[src/rtl/lla_pkg.sv]
// Shared types and constants for the life-like automaton step unit.
// Holds field widths, register and op codes, FSM states and the
// controller/datapath command and status structs. No dependencies.
`default_nettype none

package lla_pkg;

  localparam int unsigned DEF_MAX_WIDTH  = 64;
  localparam int unsigned DEF_MAX_HEIGHT = 64;

  // Neighbor counts run 0..8, so a rule mask has nine bits
  localparam int unsigned MASK_W      = 9;
  localparam int unsigned SIZE_W      = 7;
  localparam int unsigned COORD_W     = 6;
  localparam int unsigned OP_W        = 2;
  localparam int unsigned CNT_W       = 4;
  localparam int unsigned CFG_IDX_W   = 3;
  localparam int unsigned CFG_DATA_W  = 9;
  localparam int unsigned IN_TDATA_W  = 16;
  localparam int unsigned OUT_TDATA_W = 8;

  localparam logic [MASK_W-1:0] RST_SURVIVE = 9'd12;
  localparam logic [MASK_W-1:0] RST_BIRTH   = 9'd8;
  localparam logic [SIZE_W-1:0] RST_SIZE    = 7'd64;

  typedef enum logic [OP_W-1:0] {
    OP_WRITE   = 2'd0,
    OP_ADVANCE = 2'd1,
    OP_READ    = 2'd2
  } op_e;

  typedef enum logic [CFG_IDX_W-1:0] {
    REG_SURVIVE = 3'd0,
    REG_BIRTH   = 3'd1,
    REG_WRAP    = 3'd2,
    REG_WIDTH   = 3'd3,
    REG_HEIGHT  = 3'd4
  } reg_e;

  typedef enum logic [2:0] {
    ST_IDLE,
    ST_CELL_RD,
    ST_CELL_DO,
    ST_GEN_RD,
    ST_GEN_WAIT,
    ST_GEN_FIN,
    ST_RESP
  } state_e;

  typedef struct packed {
    logic [MASK_W-1:0] survive;
    logic [MASK_W-1:0] birth;
    logic              wrap;
  } cfg_t;

  typedef struct packed {
    logic latch;      // capture the accepted item, clear the sweep counter
    logic cell_rd;    // read the addressed row
    logic cell_do;    // modify or sample the addressed row
    logic gen_rd;     // issue the next sweep read
    logic gen_fin;    // compute and write the last row of the sweep
    logic resp_load;  // load the result register
  } cmd_t;

  typedef struct packed {
    op_e  in_op;
    logic in_err;
    logic rd_last;
    logic out_free;
  } sts_t;

endpackage

`default_nettype wire

[src/rtl/lla_cfg.sv]
// Configuration registers of the automaton: rule masks, edge mode and
// board size, with the size clamped to the storage limits.
// Depends on lla_pkg.
`default_nettype none

module lla_cfg #(
  parameter int unsigned MAX_WIDTH  = lla_pkg::DEF_MAX_WIDTH,
  parameter int unsigned MAX_HEIGHT = lla_pkg::DEF_MAX_HEIGHT,
  localparam int unsigned UW_W = $clog2(MAX_WIDTH + 1),
  localparam int unsigned UH_W = $clog2(MAX_HEIGHT + 1)
) (
  input  wire logic                            clk_i,
  input  wire logic                            rst_ni,
  input  wire logic                            cfg_we_i,
  input  wire logic [lla_pkg::CFG_IDX_W-1:0]   cfg_index_i,
  input  wire logic [lla_pkg::CFG_DATA_W-1:0]  cfg_wdata_i,
  output lla_pkg::cfg_t                        cfg_o,
  output logic [UW_W-1:0]                      used_w_o,
  output logic [UH_W-1:0]                      used_h_o
);

  localparam int unsigned CMPW_W = UW_W + lla_pkg::SIZE_W;
  localparam int unsigned CMPH_W = UH_W + lla_pkg::SIZE_W;

  logic [lla_pkg::MASK_W-1:0] survive_q, birth_q;
  logic                       wrap_q;
  logic [lla_pkg::SIZE_W-1:0] width_q, height_q;

  always_ff @(posedge clk_i or negedge rst_ni) begin
    if (!rst_ni) begin
      survive_q <= lla_pkg::RST_SURVIVE;
      birth_q   <= lla_pkg::RST_BIRTH;
      wrap_q    <= 1'b0;
      width_q   <= lla_pkg::RST_SIZE;
      height_q  <= lla_pkg::RST_SIZE;
    end else if (cfg_we_i) begin
      case (lla_pkg::reg_e'(cfg_index_i))
        lla_pkg::REG_SURVIVE: survive_q <= cfg_wdata_i[lla_pkg::MASK_W-1:0];
        lla_pkg::REG_BIRTH:   birth_q   <= cfg_wdata_i[lla_pkg::MASK_W-1:0];
        lla_pkg::REG_WRAP:    wrap_q    <= cfg_wdata_i[0];
        lla_pkg::REG_WIDTH:   width_q   <= cfg_wdata_i[lla_pkg::SIZE_W-1:0];
        lla_pkg::REG_HEIGHT:  height_q  <= cfg_wdata_i[lla_pkg::SIZE_W-1:0];
        default: ;
      endcase
    end
  end

  assign cfg_o.survive = survive_q;
  assign cfg_o.birth   = birth_q;
  assign cfg_o.wrap    = wrap_q;

  // Zero counts as one, anything above the storage limit as the limit
  always_comb begin
    if (width_q == '0) begin
      used_w_o = UW_W'(1);
    end else if (CMPW_W'(width_q) > CMPW_W'(MAX_WIDTH)) begin
      used_w_o = UW_W'(MAX_WIDTH);
    end else begin
      used_w_o = UW_W'(width_q);
    end
  end

  always_comb begin
    if (height_q == '0) begin
      used_h_o = UH_W'(1);
    end else if (CMPH_W'(height_q) > CMPH_W'(MAX_HEIGHT)) begin
      used_h_o = UH_W'(MAX_HEIGHT);
    end else begin
      used_h_o = UH_W'(height_q);
    end
  end

endmodule

`default_nettype wire

[config.mk]
export PLATFORM = sky130hd
export DESIGN_NAME = lla_cfg
export DESIGN_NICKNAME = d
export VERILOG_FILES = /design/src/rtl/lla_pkg.sv /design/src/rtl/lla_cfg.sv
export SDC_FILE = /design/constraint.sdc
export NUM_CORES = 1
export LEC_CHECK = 0
export ABC_CLOCK_PERIOD_IN_PS = 1200
export BUFFER_PORTS_ARGS = -buffer_cell sky130_fd_sc_hd__buf_4
export CORE_MARGIN = 8
export CORE_UTILIZATION = 30
export DETAILED_ROUTE_END_ITERATION = 8
export PLACE_DENSITY = 0.57
export SKIP_LAST_GASP = 1
export SLEW_MARGIN = 10
export SYNTH_ARGS = -nofsm -noshare
export SYNTH_HDL_FRONTEND = slang
export SYNTH_SLANG_ARGS = --single-unit
[constraint.sdc]
create_clock -name clk_i -period 1.2 [get_ports clk_i]
set_clock_uncertainty 0.05 [all_clocks]
set_input_delay 0.18 -clock clk_i [delete_from_list [all_inputs] [get_ports clk_i]]
set_output_delay 0.18 -clock clk_i [all_outputs]
set_load 0.02 [all_outputs]
* Yosys cells after proc, flatten, opt, wreduce, memory -nomap -nowiden
Index checks and enable logic that the tools add are counted.
** Word-level totals
- Flip-flop bits (word level) :: 33
- Input port bits :: 15
** Cells by class
- Order comparisons :: 2
- Mux-type cells :: 4
- Eq/ne operators :: 4
- Reductions and logical operators :: 8
** Operators by type and width (count)
- two-way mux 7 bit :: 4
- > comparator 7 bit (second input constant) :: 2
- logical NOT 7 bit :: 2
- AND reduction 2 bit :: 5
- equality test 3 x 2 -> 1 bit (second input constant) :: 2
- equality test 3 x 1 -> 1 bit (second input constant) :: 1
- equality test 3 bit (second input constant) :: 1
- logical NOT 3 bit :: 1

* Depth between registers and ports, before layout
- Word-level depth :: 3
- Depth in mapped cells :: 3
- Mapped depth without buffers :: 2

* Worst setup path after synthesis
Ideal clock, no wire load.
- Path type :: reg2out
- From :: register height_q[1] (netlist name)
- To :: output used_h_o[0]
- Slack :: -0.477 ns
- Data arrival time :: 1.447 ns
- Required time :: 0.970 ns
- Path buffers :: 0
- Stages on the path, launching flop included :: 3
- Cells stage by stage :: dfrtp_1 > or3_1 > o41ai_1
** On the way
- Word-level cells in the longest chain between the ends :: 3
- Elaborated cells between the ends (all ways) :: 4
- Classes of those cells :: order compare: 1; mux: 2; reduce/logical: 1
** RTL lines
- start, declared :: RTL line lla_cfg.sv:27 : logic [lla_pkg::SIZE_W-1:0] width_q, height_q;
- start signal, assigned :: RTL line lla_cfg.sv:35 : height_q <= lla_pkg::RST_SIZE;
- start signal, assigned :: RTL line lla_cfg.sv:42 : lla_pkg::REG_HEIGHT: height_q <= cfg_wdata_i[lla_pkg::SIZE_W-1:0];
- > comparator 7 bit :: RTL line lla_cfg.sv:66 : end else if (CMPH_W'(height_q) > CMPH_W'(MAX_HEIGHT)) begin
- two-way mux 7 bit :: RTL line lla_cfg.sv:66
- two-way mux 7 bit * :: RTL line lla_cfg.sv:64 : if (height_q == '0) begin
- end, declared :: RTL line lla_cfg.sv:19 : output logic [UH_W-1:0] used_h_o
Every way passes the cells marked *; elsewhere a longest branch is shown, timed or not.

* Final worst setup path
- From :: register height_q[2] (netlist name)
- To :: output used_h_o[0]
The elaborated chain is that of the path after synthesis.

==> impl_metrics.py <==
metrics = {
    "run_status": {
        "status": "finished, violations left",
        "violations": "setup timing",
    },
    "floorplanning": {
        "fp.coreArea_mm2": 0.004598,
        "num_rows": 25,
        "initial_core_util_pct": 30.37,
        "dieArea_mm2": 0.007094,
        "die_w_um": 84.23,
        "num_io_pins": 48,
        "die_y_um": 84.23,
    },
    "logic_synthesis": {
        "avgSynthCellArea_um2": 15.18,
        "syn-num-nets": 107,
        "synth_seq_cells": 33,
        "synthCells": 92,
        "ys_seq_area_share_pct": 59.59,
        "netlist_area_mm2": 0.001396,
        "synth.distinct_cells": 13,
        "yosysWarnings": 0,
    },
    "critical_path": {
        "required_ns": 0.97,
        "cp_max_fo": 3,
        "critPathCaptureType": "output pin",
        "crit_chain": "or3_4 -> o41ai_4 -> buf_4",
        "cpPeakStageDelay_ns": 0.39,
        "crit_path_top_delay_cell": "dfrtp_1",
        "worstPathBufferInverterCount": 1,
        "cp-start-kind": "register",
        "critPathTopFamily": "flip-flops",
        "cp_data_arrival_time_ns": 1.44,
        "path_class": "reg -> out",
    },
    "cells_and_area": {
        "final_nets": 170,
        "fill_cells": 424,
        "post-route-cell-area_mm2": 0.002148,
        "antenna_cells": 0,
        "area_delta_synth_final_pct": 53.85,
        "drive_gt1_share_pct": 73.08,
    },
    "timing": {
        "hold_ws_ns": 0.08746,
        "rsz0062_at_grt": "true",
        "setup_viol": 14,
        "max_slew_margin_pct": 71.59,
        "max_freq_ghz": 0.5976,
        "layout_setup_ws_ns": -0.4734,
        "fin_crit_sh_pct": 139.4,
        "hold_viol": 0,
        "tightest_slew_ns": 0.4261,
        "min_period_ns": 1.673,
        "finalMaxSlewViolations": 0,
    },
    "clocking": {
        "clkLatencyLatePin_ns": 0.28,
        "h-tree-depth": 2,
        "cts.path.max_buffers": 2,
        "cts_root_buffer": "clkbuf_8",
        "numCtsBuffers": 5,
        "cts_tree": "yes",
        "clk_pin_slew_ns": 0.07,
        "clkSinkCount": 33,
    },
    "placement": {
        "dp_hpwl_mm": 2.695,
        "placed_cell_area_mm2": 0.001964,
        "routabilityCongestion": 0.6857,
        "portBuffers": 47,
    },
    "pwr": {
        "cellPowerDensity_mw_per_mm2": 1804,
        "leakage_nw": 0.9927,
        "vdd_drop_max_v": 0.001140,
    },
    "detailed_routing": {
        "vias": 986,
        "wirelength_mm": 3.584,
        "drtPass1Iterations": 3,
        "vias_per_cell": 4.695,
        "wl_per_cell_um": 17.07,
        "first_iter_violations": 49,
        "drc_errors": 0,
        "detail-route-antenna-nets": 0,
    },
    "global_route": {
        "grt_overflow_total": 0,
        "grt_pass1_vias": 1133,
        "grt_pass1_wl_mm": 5.768,
        "grt_use_total_pct": 10.07,
        "grt_max_degree": 34,
        "antenna_found_initial": 0,
    },
    "min_path": {
        "hold_class": "in -> reg",
    },
    "run": {
        "drv_cap": 0,
    },
}
[cell usage after synthesis]
| cell | instances | share of area (%) |
|---|---|---|
| nor2b_1 | 10 | 4.5 |
| buf_2 | 2 | 0.72 |
| nand4b_1 | 1 | 0.63 |
| clkbuf_1 | 2 | 0.54 |
| or3_1 | 2 | 0.90 |
| o41ai_1 | 2 | 1.3 |
| nand2b_1 | 2 | 0.90 |
| mux2_2 | 33 | 27 |
| dfrtp_1 | 28 | 50 |
| nor4bb_1 | 3 | 2.2 |
| dfstp_2 | 5 | 9.4 |
| nor4b_4 | 1 | 1.7 |
| buf_4 | 1 | 0.54 |
[kinds of logic (layout without fill, tap and decap cells)]
| logic type | after synthesis | after routing | synth area share (%) |
|---|---|---|---|
| buffers and inverters | 5 | 69 | 1.793 |
| DFF | 33 | 33 | 59.59 |
| and+or+nand+nor | 19 | 19 | 10.75 |
| muxes | 33 | 33 | 26.61 |
| AOI/OAI and AO/OA | 2 | 2 | 1.255 |
[stage by stage]
step | power (mW) | util [%] | setup TNS (ns) | cells | worst slack, ns
global route | 4.087 | 46.72 | -4.088 | 210 | -0.5475
floorplan | 2.295 | - | -1.222 | 92 | -0.1398
finish | 3.875 | 46.72 | -3.352 | 210 | -0.4734
CTS | 3.901 | 46.15 | -3.714 | 210 | -0.4934
detailed placement | 2.952 | 42.72 | -3.648 | 200 | -0.2122
global placement | 2.916 | 42.72 | -3.581 | 200 | -0.1833
[flip-flops by register name, summed over array words and instances, names as in the netlist]
| register | cells |
|---|---|
| birth_q | 9 |
| height_q | 7 |
| survive_q | 9 |
| width_q | 7 |
| wrap_q | 1 |
[repair_timing]
action | CTS | global route
pin swaps | 1 | 0
gates cloned | 0 | 0
endpoints found under the setup margin | 14 | 16
resized for setup | 13 | 7
buffers inserted | 1 | 0
hold buffers | 1 | 0
hold endpoints to repair | 28 | 0
[layer usage]
layer	track usage, %	vias to the layer above	wire length, um
li1	-	452	-
met1	11.26	496	1449
met2	16.23	35	1811
met3	5.131	3	281
met4	3.140	0	42
met5	0	-	0
[area by class of cell]
| type | instances | area, um^2 | area share [%] |
|---|---|---|---|
| repair buffers | 61 | 514.2 | 23.94 |
| well taps | 54 | 67.56 | 3.145 |
| clock buffers | 8 | 90.09 | 4.193 |
| multi-input cells | 54 | 644.4 | 29.99 |
| flip-flops and latches | 33 | 832.0 | 38.73 |
[report_power, final]
part	leakage [nW]	internal [mW]	switching (mW)	total [mW]
clock	0.0455	0.467	0.367	0.834
combinational	0.559	0.805	0.667	1.47
sequential	0.389	1.39	0.180	1.57
[placed cells by master (no fill, tap or decap)]
master and instances:
buf_4 48, dfrtp_1 28, mux2_2 26, buf_6 11
mux2_4 7, nor2b_1 6, clkbuf_8 6, dfstp_2 5
nor2b_4 3, or3_4 2, nand2b_1 2, o41ai_4 2
nor4bb_1 2, clkbuf_1 2, nor2b_2 1, nor4b_4 1
nor4bb_2 1, nand4b_1 1, dlygate4sd3_1 1, buf_12 1
[worst paths after layout]
check / startpoint / endpoint / slack, ns / cells after the start
min in group asynchronous: rst_ni / birth_q[7]$_DFFE_PN0P_ / 0.33 / 2
hold / removal: cfg_wdata_i[7] / survive_q[7]$_DFFE_PN0P_ / 0.09 / 2
setup / recovery: height_q[2]$_DFFE_PN0P_ / used_h_o[0] / -0.47 / 3
max in group asynchronous: rst_ni / survive_q[3]$_DFFE_PN1P_ / 0.41 / 2
setup reg to reg: height_q[6]$_DFFE_PN1P_ / height_q[6]$_DFFE_PN1P_ / 0.23 / 2
hold reg to reg: wrap_q$_DFFE_PN0P_ / wrap_q$_DFFE_PN0P_ / 0.46 / 1
(Power assumes the default switching activity.)
