[src/rtl/lla_pkg.sv]
// Shared types and constants for the life-like automaton step unit.
// Holds field widths, register and op codes, FSM states and the
// controller/datapath command and status structs. No dependencies.
`default_nettype none

package lla_pkg;

  localparam int unsigned DEF_MAX_WIDTH  = 64;
  localparam int unsigned DEF_MAX_HEIGHT = 64;

  // Neighbor counts run 0..8, so a rule mask has nine bits
  localparam int unsigned MASK_W      = 9;
  localparam int unsigned SIZE_W      = 7;
  localparam int unsigned COORD_W     = 6;
  localparam int unsigned OP_W        = 2;
  localparam int unsigned CNT_W       = 4;
  localparam int unsigned CFG_IDX_W   = 3;
  localparam int unsigned CFG_DATA_W  = 9;
  localparam int unsigned IN_TDATA_W  = 16;
  localparam int unsigned OUT_TDATA_W = 8;

  localparam logic [MASK_W-1:0] RST_SURVIVE = 9'd12;
  localparam logic [MASK_W-1:0] RST_BIRTH   = 9'd8;
  localparam logic [SIZE_W-1:0] RST_SIZE    = 7'd64;

  typedef enum logic [OP_W-1:0] {
    OP_WRITE   = 2'd0,
    OP_ADVANCE = 2'd1,
    OP_READ    = 2'd2
  } op_e;

  typedef enum logic [CFG_IDX_W-1:0] {
    REG_SURVIVE = 3'd0,
    REG_BIRTH   = 3'd1,
    REG_WRAP    = 3'd2,
    REG_WIDTH   = 3'd3,
    REG_HEIGHT  = 3'd4
  } reg_e;

  typedef enum logic [2:0] {
    ST_IDLE,
    ST_CELL_RD,
    ST_CELL_DO,
    ST_GEN_RD,
    ST_GEN_WAIT,
    ST_GEN_FIN,
    ST_RESP
  } state_e;

  typedef struct packed {
    logic [MASK_W-1:0] survive;
    logic [MASK_W-1:0] birth;
    logic              wrap;
  } cfg_t;

  typedef struct packed {
    logic latch;      // capture the accepted item, clear the sweep counter
    logic cell_rd;    // read the addressed row
    logic cell_do;    // modify or sample the addressed row
    logic gen_rd;     // issue the next sweep read
    logic gen_fin;    // compute and write the last row of the sweep
    logic resp_load;  // load the result register
  } cmd_t;

  typedef struct packed {
    op_e  in_op;
    logic in_err;
    logic rd_last;
    logic out_free;
  } sts_t;

endpackage

`default_nettype wire

[src/rtl/lla_ctrl.sv]
// Sequencing FSM of the automaton: accepts items, steps cell accesses and
// the generation sweep, and hands results to the output register.
// Depends on lla_pkg.
`default_nettype none

module lla_ctrl (
  input  wire logic     clk_i,
  input  wire logic     rst_ni,
  input  wire logic     s_axis_tvalid,
  output logic          s_axis_tready,
  input  lla_pkg::sts_t sts_i,
  output lla_pkg::cmd_t cmd_o
);

  lla_pkg::state_e state_q, state_d;

  always_ff @(posedge clk_i or negedge rst_ni) begin
    if (!rst_ni) begin
      state_q <= lla_pkg::ST_IDLE;
    end else begin
      state_q <= state_d;
    end
  end

  always_comb begin
    state_d = state_q;
    case (state_q)
      lla_pkg::ST_IDLE: begin
        if (s_axis_tvalid) begin
          case (sts_i.in_op)
            lla_pkg::OP_ADVANCE: state_d = lla_pkg::ST_GEN_RD;
            lla_pkg::OP_WRITE,
            lla_pkg::OP_READ: begin
              state_d = sts_i.in_err ? lla_pkg::ST_RESP : lla_pkg::ST_CELL_RD;
            end
            default: state_d = lla_pkg::ST_RESP;
          endcase
        end
      end
      lla_pkg::ST_CELL_RD:  state_d = lla_pkg::ST_CELL_DO;
      lla_pkg::ST_CELL_DO:  state_d = lla_pkg::ST_RESP;
      lla_pkg::ST_GEN_RD: begin
        if (sts_i.rd_last) begin
          state_d = lla_pkg::ST_GEN_WAIT;
        end
      end
      lla_pkg::ST_GEN_WAIT: state_d = lla_pkg::ST_GEN_FIN;
      lla_pkg::ST_GEN_FIN:  state_d = lla_pkg::ST_RESP;
      lla_pkg::ST_RESP: begin
        if (sts_i.out_free) begin
          state_d = lla_pkg::ST_IDLE;
        end
      end
      default: state_d = lla_pkg::ST_IDLE;
    endcase
  end

  always_comb begin
    s_axis_tready = 1'b0;
    cmd_o         = '0;
    case (state_q)
      lla_pkg::ST_IDLE: begin
        s_axis_tready = 1'b1;
        cmd_o.latch   = s_axis_tvalid;
      end
      lla_pkg::ST_CELL_RD: cmd_o.cell_rd = 1'b1;
      lla_pkg::ST_CELL_DO: cmd_o.cell_do = 1'b1;
      lla_pkg::ST_GEN_RD:  cmd_o.gen_rd  = 1'b1;
      lla_pkg::ST_GEN_FIN: cmd_o.gen_fin = 1'b1;
      lla_pkg::ST_RESP:    cmd_o.resp_load = sts_i.out_free;
      default: ;
    endcase
  end

endmodule

`default_nettype wire

[config.mk]
export PLATFORM = sky130hd
export DESIGN_NAME = lla_ctrl
export DESIGN_NICKNAME = d
export VERILOG_FILES = /design/src/rtl/lla_pkg.sv /design/src/rtl/lla_ctrl.sv
export SDC_FILE = /design/constraint.sdc
export NUM_CORES = 1
export LEC_CHECK = 0
export BUFFER_PORTS_ARGS = -buffer_cell sky130_fd_sc_hd__buf_2
export CAP_MARGIN = 25
export CORE_AREA = 3 3 40 42
export CTS_CLUSTER_DIAMETER = 100
export DETAILED_ROUTE_END_ITERATION = 10
export DIE_AREA = 0 0 43 45
export HOLD_SLACK_MARGIN = 0.06
export PLACE_DENSITY = 0.54
export SETUP_SLACK_MARGIN = 0.02
export SYNTH_ARGS = -nofsm -noshare
export SYNTH_HDL_FRONTEND = slang
export SYNTH_SLANG_ARGS = --single-unit
[constraint.sdc]
create_clock -name clk_i -period 1.41 [get_ports clk_i]
set_input_delay 0.141 -clock clk_i [delete_from_list [all_inputs] [get_ports clk_i]]
set_output_delay 0.141 -clock clk_i [all_outputs]
set_load 0.005 [all_outputs]
======== Word-level counts from Yosys, hierarchy flattened ========
Cells that the tools add are included.
word-level totals
  input bits .............................. 8
  logic and storage cells ................. 30
  flip-flop bits (word level) ............. 3
cells by class
  muxes and demuxes ....................... 13
  eq/ne operators ......................... 11
  reduce and logical (&&, ||, !) cells .... 5
operators with widths
  cell                                           number
  case mux 3 bit (6 select lines)                1
  2-to-1 mux 3 bit                               4
  == test 3 bit, second input constant           3
  2-to-1 mux 1 bit                               7
  == test 3 x 2 -> 1 bit, second input constant  2
  inequality test 2 bit, second input constant   3
  case mux 3 bit (2 select lines)                1
  OR reduction 2 bit                             2
  == test 3 x 1 -> 1 bit, second input constant  1
  zero test 3 bit                                1
  AND reduction 3 bit                            1
  == test 2 x 1 -> 1 bit, second input constant  1
  == test 2 bit, second input constant           1
  zero test 2 bit                                1

======== Longest topological paths before layout ========
Gate-level depths: netlist of run 1.
  depth in word-level cells ............... 5
  gate-level depth with buffers ........... 4
  mapped depth without buffers ............ 4

======== Least setup slack after synthesis of run 1 ========
OpenSTA, ideal clock, no wires.
  path kind ............................... register -> register
  start ................................... reg state_q[1]
  end ..................................... reg state_q[1]
  path buffers ............................ 1
  stages on the path, launching flop included .. 5
  period minus slack after synthesis ...... 1.316 ns
  setup time .............................. 0.133 ns
  slack ................................... 0.094 ns
  arrival ................................. 1.184 ns
  path through ............................ dfrtp_1 > buf_6 > or4_1 > o2111ai_1 > a31oi_1
on the way
  cells in the longest elaborated chain, start to end .. 3
  elaborated cells on any way between the ends .. 13
  classes of those cells .................. 9 x eq/ne; 1 x mux; 3 x reduce/logical
RTL lines
  item                                                                          line            text
  start: declaration                                                            lla_ctrl.sv:15  lla_pkg::state_e state_q, state_d;
  start signal: assignment                                                      lla_ctrl.sv:19  state_q <= lla_pkg::ST_IDLE;
  start signal: assignment                                                      lla_ctrl.sv:21  state_q <= state_d;
  == test 3 bit (tied with other cells)                                         lla_ctrl.sv:27  case (state_q)
  OR reduction 2 bit (no source line) or inequality test 2 bit (tied branches)  --
  case mux 3 bit (6 select lines) or AND reduction 3 bit (tied branches)        --
Parallel ways exist; a longest one is shown, timed or not.
A chain may end at the register's enable or synchronous reset.

======== Worst setup path in the final report of run 1 ========
  start ................................... reg state_q[0]
  end ..................................... reg state_q[1]
The elaborated chain is that of the path after synthesis.

==> metrics.yaml, run 1 <==
status: "finished, violations left"
violations: "setup timing"
cpPeakStageDelay_ps: 510
top_regs: "state_q (3)"
holdCritPathClass: "in -> async"
finalNonFillerCells: 73
finalWirelength_um: 816
fin_setup_tns_ps: -9.75
cts_buffer_depth: 2
final_common_cell: "buf_2"
setup_viol_count_final: 1
chipHeight_um: 45
critical_path_class: "reg -> reg"
clk_latency_ps: 240
grt_pass1_wl_um: 1330
fin_crit_sh: 1.01
pre_cts_slack_ps: 43.0
htree_levels: 1
power.total_w: 0.00110
largest_reg_flops: 3
netlist_top_cells_area: "dfrtp_1, buf_6, nor3b_1"
r2r_cells: 4
wl_per_cell_um: 11.2
antenna_found_initial: 0
relSlewSlack: 0.841
worstPathRequired_ps: 1520
syn_to_final_growth_pct: 66.0
netlist.area_leader.share: 0.246
synthCells: 33
ir_drop_v: 0.000759
drc_errors: 0
cp_data_arrival_time_ps: 1530
rows: 13
io-pin-count: 15
grt_pass1_vias: 325
cpMaxStageDelayCell: "or4_1"
report.final.slew_viol_count: 0
synth_area_leader_cell: "dfrtp_1"
dieArea_mm2: 0.00194
clock-sinks: 3
syn_area_um2: 305
worst_slack_ps: -9.75
rsz0062_at_grt: "yes"
die_x_um: 43
globalplace.congestion: 0.717
core_area_mm2: 0.00128
cts_tree: "done"
portBuffers: 14
worst_slew_pin_slew_ps: 231
cp_cell_sequence: "buf_4 > or4_1 > o2111ai_1 > a31oi_1"
layout_min_cycle_time_ps: 1420
initial_core_util: 0.238
postSynthAreaPerCell_um2: 9.25
power.leakage_nw: 0.252
numCtsBuffers: 3
critPathCaptureType: "register"
grt_max_degree: 9
vias: 341
cp-start-kind: "register"
synth_cell_types: 21
grt_use_total: 0.0968
ys_ff_latch: 3
reg2reg_slack_ps: -10
powerDensity_mw_per_mm2: 2170
fmax_ghz: 0.704
dp.cells: 63
hold_viol_final: 0
place_hpwl_um: 598
nets: 68
mostFrequentLayoutCells: "buf_2, buf_4, inv_1"
vias_per_cell: 4.67
layout-drive-gt1-share: 0.603
skew_ps: 6.76
clkTransAtPathRegs_ps: 40
synth_fp_nets: 42
yosysWarnings: 0
first_iter_violations: 6
drv_cap: 0
diodes: 0
ys_seq_area_frac: 0.246
clockRootBuffer: "clkbuf_4"
ant_nets: 0
n_fill_cell: 136
grt.overflow.total: 0
first_pass_iters: 2
largest_register: "state_q"
cp_max_fo: 4
[worst paths after layout]
path,from,end
setup reg to reg,state_q[0],state_q[1]
max in group asynchronous,rst_ni,state_q[2]
setup / recovery,state_q[0],state_q[1]
hold / removal,rst_ni,state_q[0]
min in group clk_i,s_axis_tvalid,state_q[1]
hold reg to reg,state_q[0],state_q[0]
[cells by family after synthesis]
logic type                 share of synthesized area
DFF                                            0.246
adders and majority gates                     0.0410
buffers and inverters                          0.160
muxes                                         0.0328
AOI/OAI and AO/OA                              0.209
and+or+nand+nor                                0.311
[per-layer routing]
metal,vias up,share of wire,GRT usage
li1,172,-,-
met1,159,0.40,0.0947
met2,8,0.53,0.165
met3,2,0.060,0.0518
met4,0,0.012,0.0542
met5,-,0,0
[cells in the mapped netlist]
cell type  n
o2111ai_2  1
ha_1       1
o21ai_1    1
nand3b_1   1
or4_1      2
buf_6      3
nor4_1     1
o2111ai_1  1
nor3_1     1
inv_1      4
dfrtp_1    3
nand2_1    1
a31oi_1    1
nor2_1     3
mux2i_1    1
o41a_2     1
nand4bb_1  1
o41ai_2    1
nand2b_1   1
and2_1     1
nor3b_1    3
[worst max-delay path: cells and delay by family, from the launching register on]
| kind | cells | cell delay, ps |
|---|---|---|
| and+or+nand+nor | 1 | 510 |
| AOI/OAI and AO/OA | 2 | 210 |
| buffers and inverters | 1 | 140 |
| DFF | 1 | 420 |
[per-stage QoR]
stage	utilization	instance area [um^2]	hold WS [ps]
2_1_floorplan	-	305	-155
3_3_place_gp	0.304	390	-55.9
3_5_place_dp	0.304	390	-57.9
4_1_cts	0.365	469	226
5_1_grt	0.394	507	222
6_report	0.394	507	223
[layout make-up]
type / instances / area (um^2) / share of cell area
Tap cell: 15 / 18.8 / 0.0370
Sequential cell: 3 / 78.8 / 0.156
Multi-Input combinational cell: 23 / 204 / 0.402
Clock buffer: 4 / 26.3 / 0.0519
Inverter: 4 / 15.0 / 0.0296
Timing Repair Buffer: 24 / 164 / 0.323
[power by group]
group | leakage [nW] | internal [W] | switching [W] | total [W]
clock | 0.0150 | 0.000107 | 0.0000540 | 0.000161
sequential | 0.0335 | 0.000138 | 0.0000747 | 0.000213
combinational | 0.204 | 0.000431 | 0.000296 | 0.000727
[repair_timing]
item                                    in CTS  in global routing
pin swaps                                    2                  3
buffers inserted                             3                  2
endpoints found under the hold margin        3                  0
hold buffers                                 1                  0
resized for setup                            3                  5
endpoints found under the setup margin       2                  4
Power figures use the tool's default switching activity.
==> inputs of run 2 (changes only) <==
--- a/config.mk
+++ b/config.mk
@@ -12,7 +12,6 @@
 export DETAILED_ROUTE_END_ITERATION = 10
 export DIE_AREA = 0 0 43 45
 export HOLD_SLACK_MARGIN = 0.06
-export PLACE_DENSITY = 0.54
 export SETUP_SLACK_MARGIN = 0.02
 export SYNTH_ARGS = -nofsm -noshare
 export SYNTH_HDL_FRONTEND = slang
==> run 2 against run 1 <==
  * The flow now finishes without violations
  * Clock skew is 5.8 ps lower
  * Sequential power about the same
  * Maximum frequency up 0.72%
  * Combinational power decreased by 3.0%
  * Cell area fell by 2.0%
  * Largest cell class unchanged
  * Largest power group unchanged
==> metrics.yaml, run 2 (synthesized netlist as in run 1, its figures left out) <==
grt_max_degree: 9
chipHeight_um: 45
ir_drop_v: 0.000531
holdCritPathClass: "in -> async"
clock-sinks: 3
drc_errors: 0
status: "finished clean"
die_x_um: 43
worst_slew_pin_slew_ps: 281
htree_levels: 1
largest_register: "state_q"
combPwrFrac: 0.665
vias_per_cell: 4.74
critPathCaptureType: "register"
vias: 346
fin_setup_tns_ps: 0
globalplace.congestion: 0.752
largest_reg_flops: 3
mostFrequentLayoutCells: "buf_2, buf_4, inv_1"
clk_latency_ps: 230
skew_ps: 0.926
cts_buffer_depth: 2
fin_crit_sh: 1.00
wl_per_cell_um: 12.3
powerDensity_mw_per_mm2: 2140
io-pin-count: 15
finalWirelength_um: 901
portBuffers: 14
grt_pass1_vias: 338
hold_viol_final: 0
drv_cap: 0
rsz0062_at_grt: "yes"
postLayoutCellArea_um2: 497
syn_to_final_growth_pct: 62.7
report.final.slew_viol_count: 0
critical_path_class: "reg -> reg"
layout_min_cycle_time_ps: 1410
clockRootBuffer: "clkbuf_4"
top_regs: "state_q (3)"
power.total_w: 0.00106
ant_nets: 0
layout-drive-gt1-share: 0.603
cp_data_arrival_time_ps: 1560
first_pass_iters: 4
power_frac_seq: 0.199
first_iter_violations: 1
p_sw_w: 0.000422
clkTransAtPathRegs_ps: 40
rows: 13
grt.overflow.total: 0
numCtsBuffers: 3
relSlewSlack: 0.811
p_sw_frac: 0.398
final_common_cell: "buf_2"
dpl_cell_area_um2: 390
antenna_found_initial: 0
fmax_ghz: 0.709
power.leakage_nw: 0.250
grt_pass1_wl_um: 1280
clkPwrFrac: 0.136
cts_tree: "done"
place_hpwl_um: 593
core_area_mm2: 0.00128
diodes: 0
cp-start-kind: "register"
dieArea_mm2: 0.00194
internal_power_w: 0.000639
cp_max_fo: 4
setup_viol_count_final: 0
nets: 68
initial_core_util: 0.238
worstPathRequired_ps: 1560
grt_use_total: 0.0976
==> run 2: area by class of cell <==
class	count	area [um^2]
Clock buffer	4	26.3
Fill cell	134	788
Inverter	4	15.0
Multi-Input combinational cell	23	200
Sequential cell	3	77.6
Tap cell	15	18.8
Timing Repair Buffer	24	159
==> run 2: routing by layer <==
metal,part of all wire,global-route usage,vias up
li1,-,-,171
met1,0.37,0.0847,160
met2,0.54,0.162,11
met3,0.053,0.0478,4
met4,0.033,0.0964,0
met5,0,0,-
==> run 2: path summary, 6_finish.rpt <==
kind / start / end / slack [ps] / depth (start not counted)
setup / recovery: state_q[0] / state_q[2] / 0.3 / 4
hold / removal: rst_ni / state_q[1] / 240 / 2
setup reg to reg: state_q[0] / state_q[2] / 0.3 / 4
hold reg to reg: state_q[0] / state_q[0] / 630 / 2
max in group asynchronous: rst_ni / state_q[0] / 1060 / 2
min in group clk_i: sts_i[0] / state_q[2] / 280 / 4
==> run 2: power by group through the flow <==
stage	registers [W]	logic [W]	clock network, W
2_1_floorplan	0.000164	0.000424	0
3_3_place_gp	0.000206	0.000507	0
3_5_place_dp	0.000209	0.000512	0
4_1_cts	0.000207	0.000581	0.000151
5_1_grt	0.000215	0.000770	0.000161
6_report	0.000211	0.000705	0.000145
==> run 2: per-stage QoR <==
step                      utilization  hold slack (ps)  std cells  setup WS, ps
after CTS                       0.352              234         70          26.6
after floorplan                     -             -155         33          93.7
final                           0.387              239         73         0.329
after global placement          0.304            -58.2         63          77.8
after global routing            0.387              229         73         -19.7
after detailed placement        0.304            -62.2         63          53.7
==> run 2: timing repair <==
item	in CTS	in global routing
pin swaps	0	3
endpoints found under the setup margin	2	2
hold endpoints to repair	3	0
gates resized for setup	4	5
setup buffers	2	3
hold buffers	1	0
==> run 2: worst max-delay path, stage by stage (launching register included) <==
cell	delay, ps
dfrtp_2	430
buf_4	140
buf_4	140
o41a_2	500
o21ai_2	130
==> inputs of run 3 (changes only) <==
--- a/config.mk
+++ b/config.mk
@@ -9,9 +9,11 @@
 export CAP_MARGIN = 25
 export CORE_AREA = 3 3 40 42
 export CTS_CLUSTER_DIAMETER = 100
+export CTS_CLUSTER_SIZE = 10
 export DETAILED_ROUTE_END_ITERATION = 10
 export DIE_AREA = 0 0 43 45
 export HOLD_SLACK_MARGIN = 0.06
+export MAX_ROUTING_LAYER = met4
 export SETUP_SLACK_MARGIN = 0.02
 export SYNTH_ARGS = -nofsm -noshare
 export SYNTH_HDL_FRONTEND = slang
==> constraint.sdc (replaced) <==
create_clock -name clk_i -period 1.2 [get_ports clk_i]
set_input_delay 0.12 -clock clk_i [delete_from_list [all_inputs] [get_ports clk_i]]
set_output_delay 0.12 -clock clk_i [all_outputs]
set_load 0.005 [all_outputs]
==> run 3 against run 2 <==
  * The run now ends with setup timing left
  * Routed wire length up 0.55%
  * Maximum frequency up 2.1%
  * Hold slack worse by 27 ps
  * Clock skew up 3.1 ps
  * Total power up 35%
  * Sequential power up 14%
  * Global-route usage up 0.55 points
  * Die area unchanged
  * Critical path depth up 1
  * First-iteration DRC count up 100%
  * Sequential cell count unchanged
==> metrics.yaml, run 3 (synthesized netlist as in run 1, its figures left out) <==
worst_slack_ps: -180
globalplace.congestion: 0.776
grt.overflow.total: 0
power.leakage_nw: 0.269
cp-start-kind: "register"
dieArea_mm2: 0.00194
path_buf_inv: 2
fin_crit_sh: 1.15
grtUsageMet1: 0.0969
grt_use_total: 0.103
holdCritPathClass: "in -> async"
powerDensity_mw_per_mm2: 2570
drc_errors: 0
finalWirelength_um: 906
io-pin-count: 15
use_met3: 0.0359
largest_reg_flops: 3
fmax_ghz: 0.725
fin_setup_tns_ps: -818
numCtsBuffers: 3
report.final.slew_viol_count: 0
cpMaxStageDelayCell: "dfrtp_2"
mostFrequentLayoutCells: "buf_2, buf_6, buf_4"
worstPathRequired_ps: 1320
clk_latency_ps: 230
wl_per_cell_um: 11.8
cts_tree: "done"
violations: "setup timing"
layout_min_cycle_time_ps: 1380
place_hpwl_um: 562
met2_usage: 0.186
status: "finished, violations left"
power.total_w: 0.00144
cp_cell_sequence: "buf_6 > ha_2 > inv_2 > o2111ai_4 > o41ai_2"
initial_core_util: 0.238
skew_ps: 4.01
relSlewSlack: 0.829
busiest_layer: "met2"
htree_levels: 1
clkPwrFrac: 0.122
power_frac_seq: 0.168
clkTransAtPathRegs_ps: 40
drv_cap: 0
setup_viol_count_final: 9
portBuffers: 14
cts_buffer_depth: 2
hold_viol_final: 0
cpLargestDelayFamily: "compound AO/OA/AOI/OAI gates"
grt_pass1_vias: 367
syn_to_final_growth_pct: 83.2
core_area_mm2: 0.00128
worst_slew_pin_slew_ps: 254
first_pass_iters: 2
grt_max_degree: 7
combPwrFrac: 0.710
top_regs: "state_q (3)"
holdWs_ps: 212
nets: 72
clock-sinks: 3
p_sw_w: 0.000551
critPathCaptureType: "register"
n_fill_cell: 131
vias_per_cell: 4.65
critical_path_class: "reg -> reg"
reg2reg_slack_ps: -180
rsz0062_at_grt: "yes"
grt_pass1_wl_um: 1420
clockRootBuffer: "clkbuf_4"
rows: 13
layout-drive-gt1-share: 0.710
diodes: 0
p_sw_frac: 0.384
cpPeakStageDelay_ps: 430
first_iter_violations: 2
cp_max_fo: 4
largest_register: "state_q"
chipHeight_um: 45
final_common_cell: "buf_2"
ir_drop_v: 0.00100
internal_power_w: 0.000885
vias: 358
cp_data_arrival_time_ps: 1500
antenna_found_initial: 0
die_x_um: 43
ant_nets: 0
==> run 3: cell type report <==
type,instances,area (um^2),share of cell area
Clock buffer,4,26.3,0.0470
Inverter,4,17.5,0.0313
Multi-Input combinational cell,23,216,0.387
Sequential cell,3,78.8,0.141
Tap cell,15,18.8,0.0336
Timing Repair Buffer,28,201,0.360
==> run 3: worst paths after layout <==
path                                from          to  depth (start not counted)
min                               rst_ni  state_q[1]                          2
min reg2reg                   state_q[0]  state_q[0]                          1
min in group clk_i         s_axis_tvalid  state_q[1]                          3
max in group asynchronous         rst_ni  state_q[0]                          2
max reg2reg                   state_q[1]  state_q[0]                          5
max                           state_q[1]  state_q[0]                          5
==> run 3: layer usage <==
| layer | part of all wire | vias to the layer above |
|---|---|---|
| li1 | - | 182 |
| met1 | 0.36 | 171 |
| met2 | 0.61 | 5 |
| met3 | 0.026 | 0 |
| met4 | 0 | 0 |
| met5 | 0 | - |
==> run 3: timing repair <==
item,CTS,global route
buffers inserted,6,1
endpoints found under the hold margin,3,0
resized for setup,7,13
cloned,1,0
pin swaps,5,4
hold buffers,1,0
setup endpoints to repair,10,10
==> run 3: power by group through the flow <==
| stage | Combinational, W | Clock [W] | Sequential (W) |
|---|---|---|---|
| floorplan | 0.000496 | 0 | 0.000193 |
| global placement | 0.000625 | 0 | 0.000219 |
| detailed placement | 0.000628 | 0 | 0.000220 |
| CTS | 0.000853 | 0.000184 | 0.000212 |
| global route | 0.00111 | 0.000197 | 0.000250 |
| finish | 0.00102 | 0.000175 | 0.000241 |
==> run 3: per-stage QoR <==
stage                      util  cells  cell area [um^2]  setup WS, ps
after floorplan               -     33               305         -15.9
after global placement    0.310     64               398         -68.3
after detailed placement  0.310     64               398         -74.0
after CTS                 0.399     76               513          -142
after global routing      0.435     77               559          -211
final                     0.435     77               559          -180
